File: src/sv/lfr_pkg.sv
// Package: sizes, entry layout, scan summary and sequencer states for the LFU replacement unit
`timescale 1ns / 1ps
package lfr_pkg;

	localparam int FRAMES    = 16;
	localparam int KEY_WIDTH = 8;
	localparam int CNT_W     = 16;
	localparam int STAMP_W   = 32;
	localparam int LIMIT_W   = 5;
	localparam int IDX_W     = (FRAMES > 1) ? $clog2(FRAMES) : 1;
	localparam int USED_W    = $clog2(FRAMES + 1);
	localparam int CMP_W     = (USED_W > LIMIT_W) ? USED_W : LIMIT_W;

	localparam logic [IDX_W-1:0]   LAST_IDX   = IDX_W'(FRAMES - 1);
	localparam logic [CMP_W-1:0]   FRAMES_CMP = CMP_W'(FRAMES);
	localparam logic [LIMIT_W-1:0] LIMIT_RST  = LIMIT_W'(16);

	typedef struct packed {
		logic [KEY_WIDTH-1:0] key;
		logic [CNT_W-1:0]     count;
		logic [STAMP_W-1:0]   stamp;
	} entry_t;

	localparam int ENTRY_W = $bits(entry_t);

	typedef struct packed {
		logic                 match_found;
		logic [IDX_W-1:0]     match_idx;
		logic [CNT_W-1:0]     match_count;
		logic [STAMP_W-1:0]   match_stamp;
		logic                 victim_found;
		logic [IDX_W-1:0]     victim_idx;
		logic [KEY_WIDTH-1:0] victim_key;
		logic [CNT_W-1:0]     victim_count;
		logic [STAMP_W-1:0]   victim_stamp;
		logic                 free_found;
		logic [IDX_W-1:0]     free_idx;
		logic [USED_W-1:0]    used;
	} scan_res_t;

	typedef enum logic [1:0] {
		ST_IDLE,
		ST_SCAN,
		ST_DRAIN,
		ST_FINISH
	} state_t;

endpackage

File: src/sv/lfr_replacement_unit_top.sv
// Top level: sequencer, valid bits, stamp counter and result register
`timescale 1ns / 1ps
// LFU frame replacement unit.
// Input channel (in_valid/in_ready, ref_key): one beat is one key reference.
// Output channel (out_valid/out_ready): one result beat per reference with
// hit, evicted, evicted_key and new_count.
// Config channel (cfg_valid/cfg_ready, cfg_data): writes frames_in_use; it
// is always ready and should only be written while the unit is idle.
// Each reference reads all FRAMES entries of the entry RAM, one per cycle,
// to find a match, the eviction victim and the first free slot; a drain
// step then covers the RAM read latency and a finish step writes the entry
// back and loads the result. A new reference is taken only once the last
// one has been written back; the sequential pass over the single RAM read
// port sets this.
// in_ready is high only when no reference is in progress.
// If the receiver stalls with a result pending, the next reference still
// runs its scan and then waits in the write-back step until the output
// register frees up.
// Reset clears all valid bits, the stamp counter and the output valid flag,
// and sets frames_in_use to 16; the RAM itself is not cleared.
module lfu_frame_replacement_unit (
	input  logic                          clk,
	input  logic                          arst_n,
	input  logic                          in_valid,
	output logic                          in_ready,
	input  logic [lfr_pkg::KEY_WIDTH-1:0] ref_key,
	output logic                          out_valid,
	input  logic                          out_ready,
	output logic                          hit,
	output logic                          evicted,
	output logic [7:0]                    evicted_key,
	output logic [15:0]                   new_count,
	input  logic                          cfg_valid,
	output logic                          cfg_ready,
	input  logic [lfr_pkg::LIMIT_W-1:0]   cfg_data
);

	lfr_pkg::state_t state_q, state_d;

	logic [lfr_pkg::LIMIT_W-1:0]   limit_q;
	logic [lfr_pkg::KEY_WIDTH-1:0] key_q;
	logic [lfr_pkg::STAMP_W-1:0]   time_q;
	logic [lfr_pkg::FRAMES-1:0]    valid_q;
	logic [lfr_pkg::IDX_W-1:0]     rd_addr_q;
	logic                          eval_s1;
	logic [lfr_pkg::IDX_W-1:0]     idx_s1;

	logic                          out_valid_q;
	logic                          hit_q;
	logic                          evicted_q;
	logic [7:0]                    evicted_key_q;
	logic [15:0]                   new_count_q;

	logic                          accept;
	logic                          rd_en;
	logic                          fin_go;
	logic                          idle;

	lfr_pkg::entry_t               rd_entry;
	lfr_pkg::entry_t               wr_entry;
	logic [lfr_pkg::ENTRY_W-1:0]   rd_word;
	logic [lfr_pkg::IDX_W-1:0]     slot;
	lfr_pkg::scan_res_t            res;

	logic [lfr_pkg::CMP_W-1:0]     limit_ext;
	logic [lfr_pkg::CMP_W-1:0]     limit_eff;
	logic [lfr_pkg::CMP_W-1:0]     used_ext;
	logic                          do_evict;
	logic [lfr_pkg::CNT_W-1:0]     count_new;

	// next state
	always_comb begin
		state_d = state_q;
		case (state_q)
			lfr_pkg::ST_IDLE: begin
				if (in_valid) state_d = lfr_pkg::ST_SCAN;
			end
			lfr_pkg::ST_SCAN: begin
				if (rd_addr_q == lfr_pkg::LAST_IDX) state_d = lfr_pkg::ST_DRAIN;
			end
			lfr_pkg::ST_DRAIN: begin
				state_d = lfr_pkg::ST_FINISH;
			end
			lfr_pkg::ST_FINISH: begin
				if (!out_valid_q || out_ready) state_d = lfr_pkg::ST_IDLE;
			end
			default: begin
				state_d = lfr_pkg::ST_IDLE;
			end
		endcase
	end

	// state outputs
	always_comb begin
		idle   = 1'b0;
		rd_en  = 1'b0;
		fin_go = 1'b0;
		case (state_q)
			lfr_pkg::ST_IDLE:   idle   = 1'b1;
			lfr_pkg::ST_SCAN:   rd_en  = 1'b1;
			lfr_pkg::ST_DRAIN:  idle   = 1'b0;
			lfr_pkg::ST_FINISH: fin_go = !out_valid_q || out_ready;
			default:            idle   = 1'b0;
		endcase
	end

	assign in_ready  = idle;
	assign accept    = in_valid && in_ready;
	assign cfg_ready = 1'b1;

	always_ff @(posedge clk or negedge arst_n) begin
		if (!arst_n) begin
			state_q <= lfr_pkg::ST_IDLE;
		end else begin
			state_q <= state_d;
		end
	end

	always_ff @(posedge clk or negedge arst_n) begin
		if (!arst_n) begin
			limit_q <= lfr_pkg::LIMIT_RST;
		end else if (cfg_valid && cfg_ready) begin
			limit_q <= cfg_data;
		end
	end

	always_ff @(posedge clk) begin
		if (accept) begin
			key_q <= ref_key;
		end
	end

	// read address sweep and read-data alignment registers
	always_ff @(posedge clk or negedge arst_n) begin
		if (!arst_n) begin
			rd_addr_q <= '0;
			eval_s1   <= 1'b0;
			idx_s1    <= '0;
		end else begin
			eval_s1 <= rd_en;
			idx_s1  <= rd_addr_q;
			if (accept) begin
				rd_addr_q <= '0;
			end else if (rd_en) begin
				rd_addr_q <= rd_addr_q + lfr_pkg::IDX_W'(1);
			end
		end
	end

	lfr_entry_ram #(
		.WIDTH  (lfr_pkg::ENTRY_W),
		.DEPTH  (lfr_pkg::FRAMES),
		.ADDR_W (lfr_pkg::IDX_W)
	) u_ram (
		.clk     (clk),
		.wr_en   (fin_go),
		.wr_addr (slot),
		.wr_data (wr_entry),
		.rd_en   (rd_en),
		.rd_addr (rd_addr_q),
		.rd_data (rd_word)
	);

	assign rd_entry = lfr_pkg::entry_t'(rd_word);

	lfr_scan_unit u_scan (
		.clk       (clk),
		.arst_n    (arst_n),
		.clear     (accept),
		.eval      (eval_s1),
		.idx       (idx_s1),
		.ent_valid (valid_q[idx_s1]),
		.entry     (rd_entry),
		.key       (key_q),
		.res       (res)
	);

	// write-back decision
	always_comb begin
		limit_ext = lfr_pkg::CMP_W'(limit_q);
		if (limit_q == '0) begin
			limit_eff = lfr_pkg::CMP_W'(1);
		end else if (limit_ext > lfr_pkg::FRAMES_CMP) begin
			limit_eff = lfr_pkg::FRAMES_CMP;
		end else begin
			limit_eff = limit_ext;
		end
		used_ext = lfr_pkg::CMP_W'(res.used);
		do_evict = !res.match_found && ((used_ext >= limit_eff) || !res.free_found);

		if (res.match_count == '1) begin
			count_new = res.match_count;
		end else begin
			count_new = res.match_count + lfr_pkg::CNT_W'(1);
		end

		wr_entry.key = key_q;
		if (res.match_found) begin
			slot           = res.match_idx;
			wr_entry.count = count_new;
			wr_entry.stamp = res.match_stamp;
		end else begin
			slot           = do_evict ? res.victim_idx : res.free_idx;
			wr_entry.count = lfr_pkg::CNT_W'(1);
			wr_entry.stamp = time_q;
		end
	end

	always_ff @(posedge clk or negedge arst_n) begin
		if (!arst_n) begin
			valid_q <= '0;
			time_q  <= '0;
		end else if (fin_go) begin
			valid_q[slot] <= 1'b1;
			if (time_q != '1) begin
				time_q <= time_q + lfr_pkg::STAMP_W'(1);
			end
		end
	end

	always_ff @(posedge clk or negedge arst_n) begin
		if (!arst_n) begin
			out_valid_q <= 1'b0;
		end else if (fin_go) begin
			out_valid_q <= 1'b1;
		end else if (out_ready) begin
			out_valid_q <= 1'b0;
		end
	end

	always_ff @(posedge clk) begin
		if (fin_go) begin
			hit_q         <= res.match_found;
			evicted_q     <= do_evict;
			evicted_key_q <= do_evict ? res.victim_key : '0;
			new_count_q   <= wr_entry.count;
		end
	end

	assign out_valid   = out_valid_q;
	assign hit         = hit_q;
	assign evicted     = evicted_q;
	assign evicted_key = evicted_key_q;
	assign new_count   = new_count_q;

	a_accept_starts_scan: assert property (@(posedge clk) disable iff (!arst_n)
		accept |=> (state_q == lfr_pkg::ST_SCAN && rd_addr_q == '0))
		else $error("accepted beat did not start a scan from entry zero");

	a_hit_no_evict: assert property (@(posedge clk) disable iff (!arst_n)
		(fin_go && res.match_found) |-> !do_evict)
		else $error("hit flagged together with an eviction");

	a_evict_has_victim: assert property (@(posedge clk) disable iff (!arst_n)
		(fin_go && do_evict) |-> res.victim_found)
		else $error("eviction without a valid victim");

	a_stamp_advances: assert property (@(posedge clk) disable iff (!arst_n)
		fin_go |=> (time_q == $past(time_q) + lfr_pkg::STAMP_W'(1) || $past(time_q) == '1))
		else $error("stamp counter did not advance on write-back");

endmodule

File: src/sv/lfr_entry_ram.sv
// Generic single-write, single-read synchronous RAM with registered read data
`timescale 1ns / 1ps
module lfr_entry_ram #(
	parameter int WIDTH  = 8,
	parameter int DEPTH  = 16,
	parameter int ADDR_W = 4
) (
	input  logic              clk,
	input  logic              wr_en,
	input  logic [ADDR_W-1:0] wr_addr,
	input  logic [WIDTH-1:0]  wr_data,
	input  logic              rd_en,
	input  logic [ADDR_W-1:0] rd_addr,
	output logic [WIDTH-1:0]  rd_data
);

	logic [WIDTH-1:0] mem [DEPTH];
	logic [WIDTH-1:0] rd_data_q;

	always_ff @(posedge clk) begin
		if (wr_en) begin
			mem[wr_addr] <= wr_data;
		end
	end

	always_ff @(posedge clk) begin
		if (rd_en) begin
			rd_data_q <= mem[rd_addr];
		end
	end

	assign rd_data = rd_data_q;

endmodule

File: src/sv/lfr_scan_unit.sv
// Scan unit: folds one table entry per cycle while eval is high into match, victim, free slot and occupancy
`timescale 1ns / 1ps
module lfr_scan_unit (
	input  logic                         clk,
	input  logic                         arst_n,
	input  logic                         clear,
	input  logic                         eval,
	input  logic [lfr_pkg::IDX_W-1:0]    idx,
	input  logic                         ent_valid,
	input  lfr_pkg::entry_t              entry,
	input  logic [lfr_pkg::KEY_WIDTH-1:0] key,
	output lfr_pkg::scan_res_t           res
);

	lfr_pkg::scan_res_t res_q;
	lfr_pkg::scan_res_t res_d;
	logic               worse;

	// eviction order: lower count, then older stamp, then lower key
	always_comb begin
		if (entry.count != res_q.victim_count) begin
			worse = entry.count < res_q.victim_count;
		end else if (entry.stamp != res_q.victim_stamp) begin
			worse = entry.stamp < res_q.victim_stamp;
		end else begin
			worse = entry.key < res_q.victim_key;
		end
	end

	always_comb begin
		res_d = res_q;
		if (ent_valid) begin
			res_d.used = res_q.used + lfr_pkg::USED_W'(1);
			if (entry.key == key) begin
				res_d.match_found = 1'b1;
				res_d.match_idx   = idx;
				res_d.match_count = entry.count;
				res_d.match_stamp = entry.stamp;
			end
			if (!res_q.victim_found || worse) begin
				res_d.victim_found = 1'b1;
				res_d.victim_idx   = idx;
				res_d.victim_key   = entry.key;
				res_d.victim_count = entry.count;
				res_d.victim_stamp = entry.stamp;
			end
		end else if (!res_q.free_found) begin
			res_d.free_found = 1'b1;
			res_d.free_idx   = idx;
		end
	end

	always_ff @(posedge clk or negedge arst_n) begin
		if (!arst_n) begin
			res_q <= '0;
		end else if (clear) begin
			res_q <= '0;
		end else if (eval) begin
			res_q <= res_d;
		end
	end

	assign res = res_q;

	a_used_bounded: assert property (@(posedge clk) disable iff (!arst_n)
		res_q.used <= lfr_pkg::USED_W'(lfr_pkg::FRAMES))
		else $error("occupancy count exceeds table size");

	a_victim_when_used: assert property (@(posedge clk) disable iff (!arst_n)
		(res_q.used != '0) |-> res_q.victim_found)
		else $error("valid entries seen but no victim tracked");

	a_clear_empties: assert property (@(posedge clk) disable iff (!arst_n)
		clear |=> (!res_q.match_found && !res_q.free_found && res_q.used == '0))
		else $error("scan summary not cleared");

endmodule

File: config.mk
export PLATFORM = sky130hd
export DESIGN_NAME = lfu_frame_replacement_unit
export DESIGN_NICKNAME = d
export VERILOG_FILES = /design/src/sv/lfr_pkg.sv /design/src/sv/lfr_replacement_unit_top.sv /design/src/sv/lfr_entry_ram.sv /design/src/sv/lfr_scan_unit.sv
export SDC_FILE = /design/constraint.sdc
export NUM_CORES = 1
export LEC_CHECK = 0
export ABC_AREA = 1
export BUFFER_PORTS_ARGS = -buffer_cell sky130_fd_sc_hd__buf_4
export CAP_MARGIN = 15
export CORE_ASPECT_RATIO = 0.7
export CORE_UTILIZATION = 30
export DETAILED_ROUTE_END_ITERATION = 16
export SKIP_LAST_GASP = 1
export SLEW_MARGIN = 20
export SYNTH_ARGS = -nofsm -noshare
export SYNTH_HDL_FRONTEND = slang
export SYNTH_HIERARCHICAL = 1
export SYNTH_SLANG_ARGS = --single-unit
File: constraint.sdc
create_clock -name clk -period 6.1 [get_ports clk]
set_clock_uncertainty 0.05 [all_clocks]
set_input_delay 0 -clock clk [delete_from_list [all_inputs] [get_ports clk]]
set_output_delay 0 -clock clk [all_outputs]
set_load 0.05 [all_outputs]
# ---- After elaboration in Yosys (flattened, before gate mapping)
# Memory sizes are Yosys's and may differ from the RTL's. A register that Yosys moved wholly into a read port is not among the register bits.
# Cells that the tools add are included.
# Widths: inputs -> output; s select.
dict set report word_totals {
  n_memories 1
  wordCells 111
  out_inout_bits 29
  regBits 223
  mem_bits_rw 896
}
dict set report op_classes {
  bitwise 1
  n_eq_ne 14
  n_addsub 4
  n_lt_le_gt_ge 8
  n_mux 33
  n_reduce_logical 25
}
# name words width rd rd_clocked_by_memory_dff wr line_no
set mem_list {}
lappend mem_list {u_ram.mem 16 56 1 1 1 lfr_entry_ram.sv:17} ;# logic [WIDTH-1:0] mem [DEPTH];
# op count
set op_table {}
lappend op_table {{$mux 124} 2}
lappend op_table {{$mux 114} 1}
lappend op_table {{$mux 61} 1}
lappend op_table {{$mux 53} 1}
lappend op_table {{$mux 48} 1}
lappend op_table {{$add 32x1->32 const B} 1}
lappend op_table {{$lt 32x32->1} 1}
lappend op_table {{$ne 32x32->1} 1}
lappend op_table {{$ne 32x32->1 const B} 1}
lappend op_table {{$mux 4} 5}
lappend op_table {{$mux 5} 4}
lappend op_table {{$add 16x1->16 const B} 1}
lappend op_table {{$eq 16x16->1 const B} 1}
lappend op_table {{$lt 16x16->1} 1}
lappend op_table {{$mux 16} 1}
lappend op_table {{$ne 16x16->1} 1}
lappend op_table {{$or 16x16->16} 1}
lappend op_table {{$reduce_and 3->1} 4}
lappend op_table {{$reduce_bool 2->1} 6}
lappend op_table {{$mux 1} 11}
lappend op_table {{$lt 4x5->1 const B} 2}
lappend op_table {{$ne 2x2->1 const B} 5}
lappend op_table {{$eq 8x8->1} 1}
lappend op_table {{$lt 8x8->1} 1}
lappend op_table {{other kinds (18)} 30}

# ---- Depth between registers and ports, before layout
# Gate-level depths: netlist of run 1.
dict set report depth {
  word_depth 13
  depth_mapped 20
  ltp_nobuf 19
}

# ---- By module
# The synthesis of run 1 kept the hierarchy.
# mod n_inst cells_per_inst area_each_um2
set by_module_without_submodules {}
lappend by_module_without_submodules {lfr_entry_ram 1 3688 40276.1}
lappend by_module_without_submodules {lfr_scan_unit 1 859 6713.9}
lappend by_module_without_submodules {lfu_frame_replacement_unit 1 731 5803.1}

# ---- Worst setup path before layout of run 1
# No wires, ideal clock.
dict set report synth_path {
  kind {register to register}
  from {reg limit_q (netlist bit limit_ext[2])}
  to {mem u_ram/mem[10][0] (netlist name) (enable)}
  slack_ns 1.365
  path_stages_with_launch 16
  n_path_buf 0
  required_ns 5.580
  synth_period_minus_slack_ns 4.735
  arrival_ns 4.215
  path_cell_list {dfrtp_1 -> inv_1 -> nand4_1 -> nand2_1 -> nand2_1 -> ha_1 -> nand2_1 -> nand2_1 -> nand2_1 -> nand2_1 -> nor2_2 -> nand2_1 -> nand3_1 -> nand2_1 -> nand3b_1 -> nor2_1}
}
dict set report synth_via {
  elab_chain_cells 8
}
# element line_no
set synth_rtl {}
lappend synth_rtl {{start, declared} lfr_replacement_unit_top.sv:40} ;# logic [lfr_pkg::LIMIT_W-1:0] limit_q;
lappend synth_rtl {{start signal, assigned} lfr_replacement_unit_top.sv:121} ;# limit_q <= lfr_pkg::LIMIT_RST;
lappend synth_rtl {{start signal, assigned} lfr_replacement_unit_top.sv:123} ;# limit_q <= cfg_data;
lappend synth_rtl {{$gt 5x5->1} lfr_replacement_unit_top.sv:183} ;# end else if (limit_ext > lfr_pkg::FRAMES_CMP) begin
lappend synth_rtl {{$mux 5} lfr_replacement_unit_top.sv:183}
lappend synth_rtl {{$mux 5 (*)} lfr_replacement_unit_top.sv:181} ;# if (limit_q == '0) begin
lappend synth_rtl {{$ge 5x5->1 (*)} lfr_replacement_unit_top.sv:189} ;# do_evict = !res.match_found && ((used_ext >= limit_eff) || !res.free_found);
lappend synth_rtl {{$logic_or 1x1->1 (*)} lfr_replacement_unit_top.sv:189}
lappend synth_rtl {{$logic_and 1x1->1 (*)} lfr_replacement_unit_top.sv:189}
lappend synth_rtl {{$mux 4 (*)} lfr_replacement_unit_top.sv:203} ;# slot = do_evict ? res.victim_idx : res.free_idx;
lappend synth_rtl {{$mux 4 (*)} lfr_replacement_unit_top.sv:198} ;# if (res.match_found) begin
lappend synth_rtl {{net slot (one bit)} lfr_replacement_unit_top.sv:62} ;# logic [lfr_pkg::IDX_W-1:0] slot;
lappend synth_rtl {{end, declared} lfr_entry_ram.sv:17}
# The timed path passes the listed nets; every way through them passes the cells marked *.

# ---- Worst setup path after layout of run 1
dict set report layout_path {
  from {reg limit_q (netlist bit limit_ext[0])}
  to {mem u_ram/mem[15][47] (netlist name) (enable)}
}
# The elaborated chain is that of the path after synthesis.

==> flow_metrics.py, run 1 <==
metrics = {
    "synthesis": {
        "ys_seq_elements": 1175,
        "synthTopCellsByArea": "sky130_fd_sc_hd__edfxtp_1 (56%), sky130_fd_sc_hd__nand2_1 (12%), sky130_fd_sc_hd__dfrtp_1 (8.9%)",
        "synth-seq-area-share_pct": 65.0,
        "syn_area_per_cell_um2": 10.0,
        "yosys_warnings": 6,
        "synth_top_area_share_pct": 56.1,
        "post-synth-top-area-cell": "sky130_fd_sc_hd__edfxtp_1",
        "postSynthNetCount": 5364,
        "yosys.cell_types.count": 55,
        "synth-main-ff-cell": "sky130_fd_sc_hd__edfxtp_1",
        "syn_inst": 5278,
        "synth_edf_count": 986,
        "syn-cell-area_um2": 52800,
        "postSynth.asyncResetShare_pct": 16.1,
    },
    "final_layout": {
        "post_synthesis_to_final_layout_area_growth_pct": 12.3,
        "post_route_cells_drive_above_1_share_pct": 6.78,
        "final_net_count": 5401,
        "postLayoutCellArea_um2": 59300,
    },
    "power": {
        "power.density_nw_per_um2": 490,
        "clkPwrFrac_pct": 23.2,
        "pwr-share-seq_pct": 40.3,
        "net-switching-power_mw": 11.7,
        "vdd_drop_max_uv": 363,
        "p_comb_share_pct": 36.4,
        "sw_frac_of_total_pct": 40.3,
        "p_total_mw": 29.0,
        "internal-power_mw": 17.3,
        "p_leak_nw": 25.6,
    },
    "clocking": {
        "tritoncts": "built",
        "worst_path_clk_slew_ns": 0.06,
        "cts_setup_buffers": 0,
        "post_cts.resized_instances": 0,
        "worstSkewPairLatency_ns": 0.72,
        "clock_sink_count": 1175,
        "number_of_levels_the_h_tree_was_split_into": 3,
        "ctsHoldBuffers": 36,
        "root_buffer": "sky130_fd_sc_hd__clkbuf_16",
        "cts_made_buffers": 104,
        "ctsLongestPathBuffers": 3,
    },
    "drt": {
        "postRouteWirelength_um": 138000,
        "detail_route.iter0.violations": 3761,
        "vias": 35500,
        "drc_errors": 0,
        "avgRoutedWirePerCell_um": 17.9,
        "drtAntennaViolNets": 0,
        "drt_first_pass_iters": 5,
        "detail_route.vias_per_cell": 4.59,
    },
    "timing": {
        "finalHoldViolations": 0,
        "final.hold.worst_slack_ns": 0.0758,
        "fin_tns_setup_ns": 0,
        "grt_setup_unrepaired": "no",
        "post-route-period-util_pct": 65.8,
        "worst_slew_pin_slew_ns": 1.15,
        "report.final.setup_viol": 0,
        "achievable-frequency_mhz": 249,
        "drv_slew": 0,
        "fin_crit_ns": 4.02,
        "slew_headroom_pct": 23.3,
        "final.setup.worst_slack_ns": 2.08,
    },
    "setup_path": {
        "worstPathRequired_ns": 6.39,
        "worstSetupEndpointType": "flop",
        "r2r_slack_ns": 2.08,
        "timing.setup.critical_path_class": "reg2reg",
        "worstPathMaxFanout": 21,
        "critPathLaunchType": "flop",
        "critPathArrivalTime_ns": 4.31,
    },
    "outcome": {
        "status": "finished, final reports clean",
    },
    "global_routing": {
        "antenna_found_initial": 2,
        "groute.layer.met3.usage_pct": 2.57,
        "grt_overflow": 0,
        "pin_count_of_the_biggest_net_entering_global_routing": 167,
        "top_usage_layer": "met1",
        "grt.total_usage_pct": 15.4,
        "gr-usage-met1_pct": 23.2,
        "met2_usage_pct": 23.0,
        "first_global_vias": 33300,
        "grt_first_pass_wirelength_um": 210000,
    },
    "floorplan": {
        "design.core.area_um2": 174000,
        "row_count": 128,
        "chipWidth_um": 503,
        "die_height_um": 353,
        "io-pin-count": 47,
        "initial_core_util_pct": 30.3,
        "die-area_um2": 178000,
    },
    "hold_path": {
        "worst_hold_path_type": "in2reg",
    },
    "place": {
        "dp_slack_ns": 2.07,
        "port-buffer-count": 45,
        "place.gp.congestion": 0.812,
        "placed_cell_area_um2": 55500,
        "dpl.hpwl_um": 80400,
    },
    "flow_run": {
        "drv.max_cap_violation_count": 0,
    },
}
-- power groups by stage --
stage               registers, mW  clock network (mW)  logic, mW
floorplan                    11.7                   0       7.23
global placement             11.8                   0       10.3
detailed placement           11.9                   0       10.5
CTS                          11.7                6.88       10.6
global route                 11.9                7.18       11.7
finish                       11.7                6.75       10.6
-- cell usage in the layout (no fill, tap or decap), types with 18 or more instances in the layout --
| master | Yosys | routed |
|---|---|---|
| sky130_fd_sc_hd__clkinv_1 | 2 | 21 |
| sky130_fd_sc_hd__xor2_1 | 32 | 32 |
| sky130_fd_sc_hd__inv_1 | 912 | 909 |
| sky130_fd_sc_hd__o21ai_0 | 109 | 103 |
| sky130_fd_sc_hd__clkbuf_16 | 0 | 104 |
| sky130_fd_sc_hd__nor2_1 | 105 | 88 |
| sky130_fd_sc_hd__nand3_1 | 771 | 771 |
| sky130_fd_sc_hd__ha_1 | 68 | 67 |
| sky130_fd_sc_hd__nand2_1 | 1680 | 1680 |
| sky130_fd_sc_hd__dfrtp_1 | 188 | 183 |
| sky130_fd_sc_hd__nor2_4 | 2 | 18 |
| sky130_fd_sc_hd__clkbuf_1 | 46 | 22 |
| sky130_fd_sc_hd__nor3_1 | 32 | 32 |
| sky130_fd_sc_hd__edfxtp_1 | 986 | 986 |
| sky130_fd_sc_hd__dlygate4sd3_1 | 0 | 35 |
| sky130_fd_sc_hd__buf_4 | 22 | 120 |
| sky130_fd_sc_hd__a21oi_1 | 47 | 47 |
-- logic make-up after synthesis --
group	after synthesis	share of synthesized area (%)
AND/OR/NAND/NOR	2633	21.0
other	1	0.00710
AO/OA/AOI/OAI	205	2.18
multiplexers	3	0.0569
flip-flops	1175	65.0
adder cells (fa/ha/maj)	68	1.61
buffers and inverters	1158	9.52
XOR/XNOR	35	0.595
-- stage by stage --
stage | util, % | cells
CTS | 34.0 | 7738
global placement | 31.8 | 7511
floorplan | - | 5278
detailed placement | 31.8 | 7511
finish | 34.0 | 7742
global route | 34.0 | 7741
-- final cells by class --
class,instances,area (um^2)
Antenna cell,2,5.00
Clock buffer,133,2780
Clock inverter,58,611
Fill cell,17400,115000
Inverter,921,3490
Multi-Input combinational cell,2945,13600
Sequential cell,1175,34400
Tap cell,2340,2930
Timing Repair Buffer,168,1510
-- Yosys cell counts, types with 3 or more instances --
master / count
sky130_fd_sc_hd__a21oi_1: 47
sky130_fd_sc_hd__xor2_1: 32
sky130_fd_sc_hd__dfrtp_1: 188
sky130_fd_sc_hd__edfxtp_1: 986
sky130_fd_sc_hd__buf_6: 55
sky130_fd_sc_hd__ha_1: 68
sky130_fd_sc_hd__o21bai_1: 13
sky130_fd_sc_hd__nor3_1: 32
sky130_fd_sc_hd__inv_1: 912
sky130_fd_sc_hd__a21o_1: 3
sky130_fd_sc_hd__inv_2: 4
sky130_fd_sc_hd__mux2i_1: 3
sky130_fd_sc_hd__nand2_2: 6
sky130_fd_sc_hd__nand4_1: 12
sky130_fd_sc_hd__buf_8: 3
sky130_fd_sc_hd__or2_2: 5
sky130_fd_sc_hd__buf_2: 95
sky130_fd_sc_hd__nand3b_1: 3
sky130_fd_sc_hd__clkbuf_1: 46
sky130_fd_sc_hd__o21ai_1: 4
sky130_fd_sc_hd__nand3_1: 771
sky130_fd_sc_hd__o21ai_2: 11
sky130_fd_sc_hd__a211oi_1: 3
sky130_fd_sc_hd__nand2_1: 1680
sky130_fd_sc_hd__buf_1: 15
sky130_fd_sc_hd__nor2_2: 6
sky130_fd_sc_hd__nor2_1: 105
sky130_fd_sc_hd__buf_4: 22
sky130_fd_sc_hd__a31oi_1: 4
sky130_fd_sc_hd__o21ai_0: 109
-- state kept, by name, indices dropped and copies added (netlist names), 2 cells and up --
signal	count
evicted_key	8
state_q	2
new_count	16
idx_s1	4
limit_ext	5
valid_q	16
time_q	32
rd_addr_q	4
key_q	8
u_scan/res	124
u_ram/mem	896
u_ram/rd_data	56
-- critical path, stage by stage (launching register included) --
cell and delay, ns:
sky130_fd_sc_hd__dfrtp_1 0.36, sky130_fd_sc_hd__inv_1 0.10, sky130_fd_sc_hd__nand4_1 0.12, sky130_fd_sc_hd__nand2_1 0.10, sky130_fd_sc_hd__nand2_1 0.06, sky130_fd_sc_hd__ha_1 0.32
sky130_fd_sc_hd__a21oi_1 0.18, sky130_fd_sc_hd__nand2_1 0.07, sky130_fd_sc_hd__nand2_1 0.10, sky130_fd_sc_hd__nand2_1 0.14, sky130_fd_sc_hd__nand2_1 0.09, sky130_fd_sc_hd__nand3_1 0.07
sky130_fd_sc_hd__nand2_1 0.18, sky130_fd_sc_hd__nand3_1 0.35, sky130_fd_sc_hd__nor2_4 0.79, sky130_fd_sc_hd__buf_4 0.52
-- per-layer routing --
layer | up-vias | routed length (um)
met2 | 1165 | 60400
met4 | 0 | 2540
met5 | - | 0
met3 | 162 | 10600
met1 | 17100 | 64900
li1 | 17100 | -
-- worst paths after layout --
path                            cells past startpoint         start                 to
worst max-delay path                               15  limit_ext[0]  u_ram/mem[15][47]
worst min-delay path                                4   cfg_data[1]       limit_ext[1]
worst max register to register                     15  limit_ext[0]  u_ram/mem[15][47]
worst min register to register                      2   valid_q[13]        valid_q[13]
max in group asynchronous                           4        arst_n     u_scan/res[26]
min in group asynchronous                           4        arst_n     u_scan/res[59]
Note: power is estimated with default switching activity, not from simulation.
==> inputs of run 2 (changes only) <==
Clock period 6.1 ns to 3.25 ns, I/O delays scaled along.
==> run 2 against run 1 <==
Global-route usage increased by 0.79 points. Clock power increased by 88%. Fmax increased by 29%. Final cell count increased by 1.4%. Die area unchanged. Critical path depth unchanged. Non-clock buffer count increased by 100. Power increased by 95%.
==> flow_metrics.py, run 2 (synthesized netlist as in run 1, its figures left out) <==
metrics = {
    "hold_path": {
        "worst_hold_path_type": "in2reg",
        "min_delay_path_depth": 5,
        "hold_end": "rd_addr_q[0]",
        "min_from": "in_valid",
    },
    "timing": {
        "finalHoldViolations": 0,
        "worst_slew_pin_slew_ns": 0.906,
        "report.final.setup_viol": 0,
        "slew_headroom_pct": 39.6,
        "fin_crit_ns": 3.12,
        "final.setup.worst_slack_ns": 0.128,
        "post-route-period-util_pct": 96.1,
        "drv_slew": 0,
        "achievable-frequency_mhz": 320,
        "grt_setup_unrepaired": "yes",
        "final.hold.worst_slack_ns": 0.108,
        "fin_tns_setup_ns": 0,
    },
    "final_layout": {
        "num_antenna_cells": 0,
        "multi_input_comb_area_um2": 13600,
        "layout.cells.most_common_list": "sky130_fd_sc_hd__nand2_1 (1671), sky130_fd_sc_hd__edfxtp_1 (986), sky130_fd_sc_hd__inv_1 (909), sky130_fd_sc_hd__nand3_1 (771), sky130_fd_sc_hd__dfrtp_1 (183)",
        "largest_register_ff_count": 896,
        "register_name_with_the_most_flops": "u_ram/mem",
        "num-fill-cells": 17200,
        "post_route_cells_drive_above_1_share_pct": 8.50,
        "post_synthesis_to_final_layout_area_growth_pct": 15.6,
        "final_net_count": 5505,
        "most_common_cell_after_layout_fill_and_taps_aside": "sky130_fd_sc_hd__nand2_1",
        "register_area_um2": 34400,
    },
    "place": {
        "dpl.hpwl_um": 89300,
        "place.gp.congestion": 0.843,
        "port-buffer-count": 45,
        "dp_slack_ns": 0.161,
    },
    "clocking": {
        "worstSkewPairLatency_ns": 0.74,
        "number_of_levels_the_h_tree_was_split_into": 3,
        "cts_made_buffers": 108,
        "ctsLongestPathBuffers": 3,
        "clock_sink_count": 1175,
        "root_buffer": "sky130_fd_sc_hd__clkbuf_16",
        "worst_path_clk_slew_ns": 0.06,
        "tritoncts": "built",
    },
    "power": {
        "power.density_nw_per_um2": 927,
        "p_leak_nw": 26.3,
        "vdd_drop_max_uv": 587,
    },
    "setup_path": {
        "reg2regPathDepth": 15,
        "worstPathMaxFanout": 27,
        "worstSetupEndpointType": "flop",
        "r2r-start": "limit_ext[3]",
        "critPathLaunchType": "flop",
        "r2r_slack_ns": 0.13,
        "timing.setup.critical_path_class": "reg2reg",
        "worstPathRequired_ns": 3.60,
        "rr_endpoint": "u_ram/mem[1][22]",
        "critPathArrivalTime_ns": 3.47,
    },
    "floorplan": {
        "die-area_um2": 178000,
        "initial_core_util_pct": 30.3,
        "row_count": 128,
        "design.core.area_um2": 174000,
        "chipWidth_um": 503,
        "io-pin-count": 47,
        "die_height_um": 353,
    },
    "drt": {
        "drc_errors": 0,
        "detail_route.iter0.violations": 4277,
        "postRouteWirelength_um": 147000,
        "drtAntennaViolNets": 0,
        "vias": 36400,
        "avgRoutedWirePerCell_um": 18.8,
        "detail_route.vias_per_cell": 4.64,
        "drt_first_pass_iters": 7,
    },
    "outcome": {
        "status": "finished, final reports clean",
    },
    "flow_run": {
        "drv.max_cap_violation_count": 0,
    },
    "global_routing": {
        "first_global_vias": 34100,
        "grt.total_usage_pct": 16.2,
        "grt_first_pass_wirelength_um": 219000,
        "pin_count_of_the_biggest_net_entering_global_routing": 139,
        "grt_overflow": 0,
        "antenna_found_initial": 6,
    },
}
[run 2: worst max-delay path, stage by stage, from the launching register on]
cell and delay [ns]:
sky130_fd_sc_hd__dfrtp_1 0.39, sky130_fd_sc_hd__inv_1 0.09, sky130_fd_sc_hd__nand4_1 0.13, sky130_fd_sc_hd__nand2_1 0.11, sky130_fd_sc_hd__nand2_1 0.07, sky130_fd_sc_hd__ha_1 0.29, sky130_fd_sc_hd__nand3_1 0.08, sky130_fd_sc_hd__nor2_1 0.26
sky130_fd_sc_hd__o21bai_1 0.12, sky130_fd_sc_hd__nand3_1 0.08, sky130_fd_sc_hd__nand2_1 0.19, sky130_fd_sc_hd__inv_1 0.18, sky130_fd_sc_hd__nand2_1 0.07, sky130_fd_sc_hd__buf_4 0.18, sky130_fd_sc_hd__nor2_4 0.22, sky130_fd_sc_hd__buf_12 0.23
[run 2: stage by stage]
stage / power, mW / cell area, um^2 / util, % / std cells
after floorplan: 35.6 / 52900 / - / 5278
after global placement: 43.3 / 56700 / 32.5 / 7586
after detailed placement: 43.6 / 56700 / 32.5 / 7586
after CTS: 56.5 / 60600 / 34.7 / 7826
after global routing: 59.8 / 61000 / 35.0 / 7847
final: 56.6 / 61000 / 35.0 / 7847
[run 2: area by class of cell]
cell class	count	area share, %
clock buffer	146	4.81
inverter	921	5.72
sequential	1175	56.3
timing repair buffer	268	5.21
tap	2340	4.80
multi-input combinational	2945	22.3
clock inverter	52	0.847
[run 2: worst max-delay path by stage]
stage | start | to | slack, ns | cells after the start
after global placement | limit_ext[2] | u_ram/mem[2][25] | 0.05 | 17
after CTS | limit_ext[2] | u_ram/mem[14][21] | 0.12 | 17
final | limit_ext[3] | u_ram/mem[1][22] | 0.13 | 15
after detailed placement | limit_ext[2] | u_ram/mem[2][25] | 0.16 | 17
after global routing | limit_ext[0] | u_ram/mem[5][1] | -0.03 | 18
after floorplan | limit_ext[2] | u_ram/mem[13][0] | -0.56 | 13
[run 2: power by group]
part | switching (mW) | leakage (nW) | internal (mW)
logic | 15.9 | 13.3 | 6.34
clock network | 5.81 | 1.69 | 6.92
registers | 1.42 | 11.4 | 20.2
total | 23.1 | 26.3 | 33.5
[run 2: repair_timing]
| action | 4_1_cts | 5_1_grt |
|---|---|---|
| setup buffers | 0 | 11 |
| hold endpoints to repair | 217 | 0 |
| hold buffers | 42 | 0 |
| endpoints found under the setup margin | 0 | 664 |
| gates resized for setup | 0 | 5 |
[run 2: layer usage]
metal,vias up,track usage (%),part of all wire (%)
met4,0,3.30,1.9
met2,1412,23.8,42
li1,17300,-,-
met3,158,2.87,8.6
met1,17500,24.7,47
met5,-,0,0
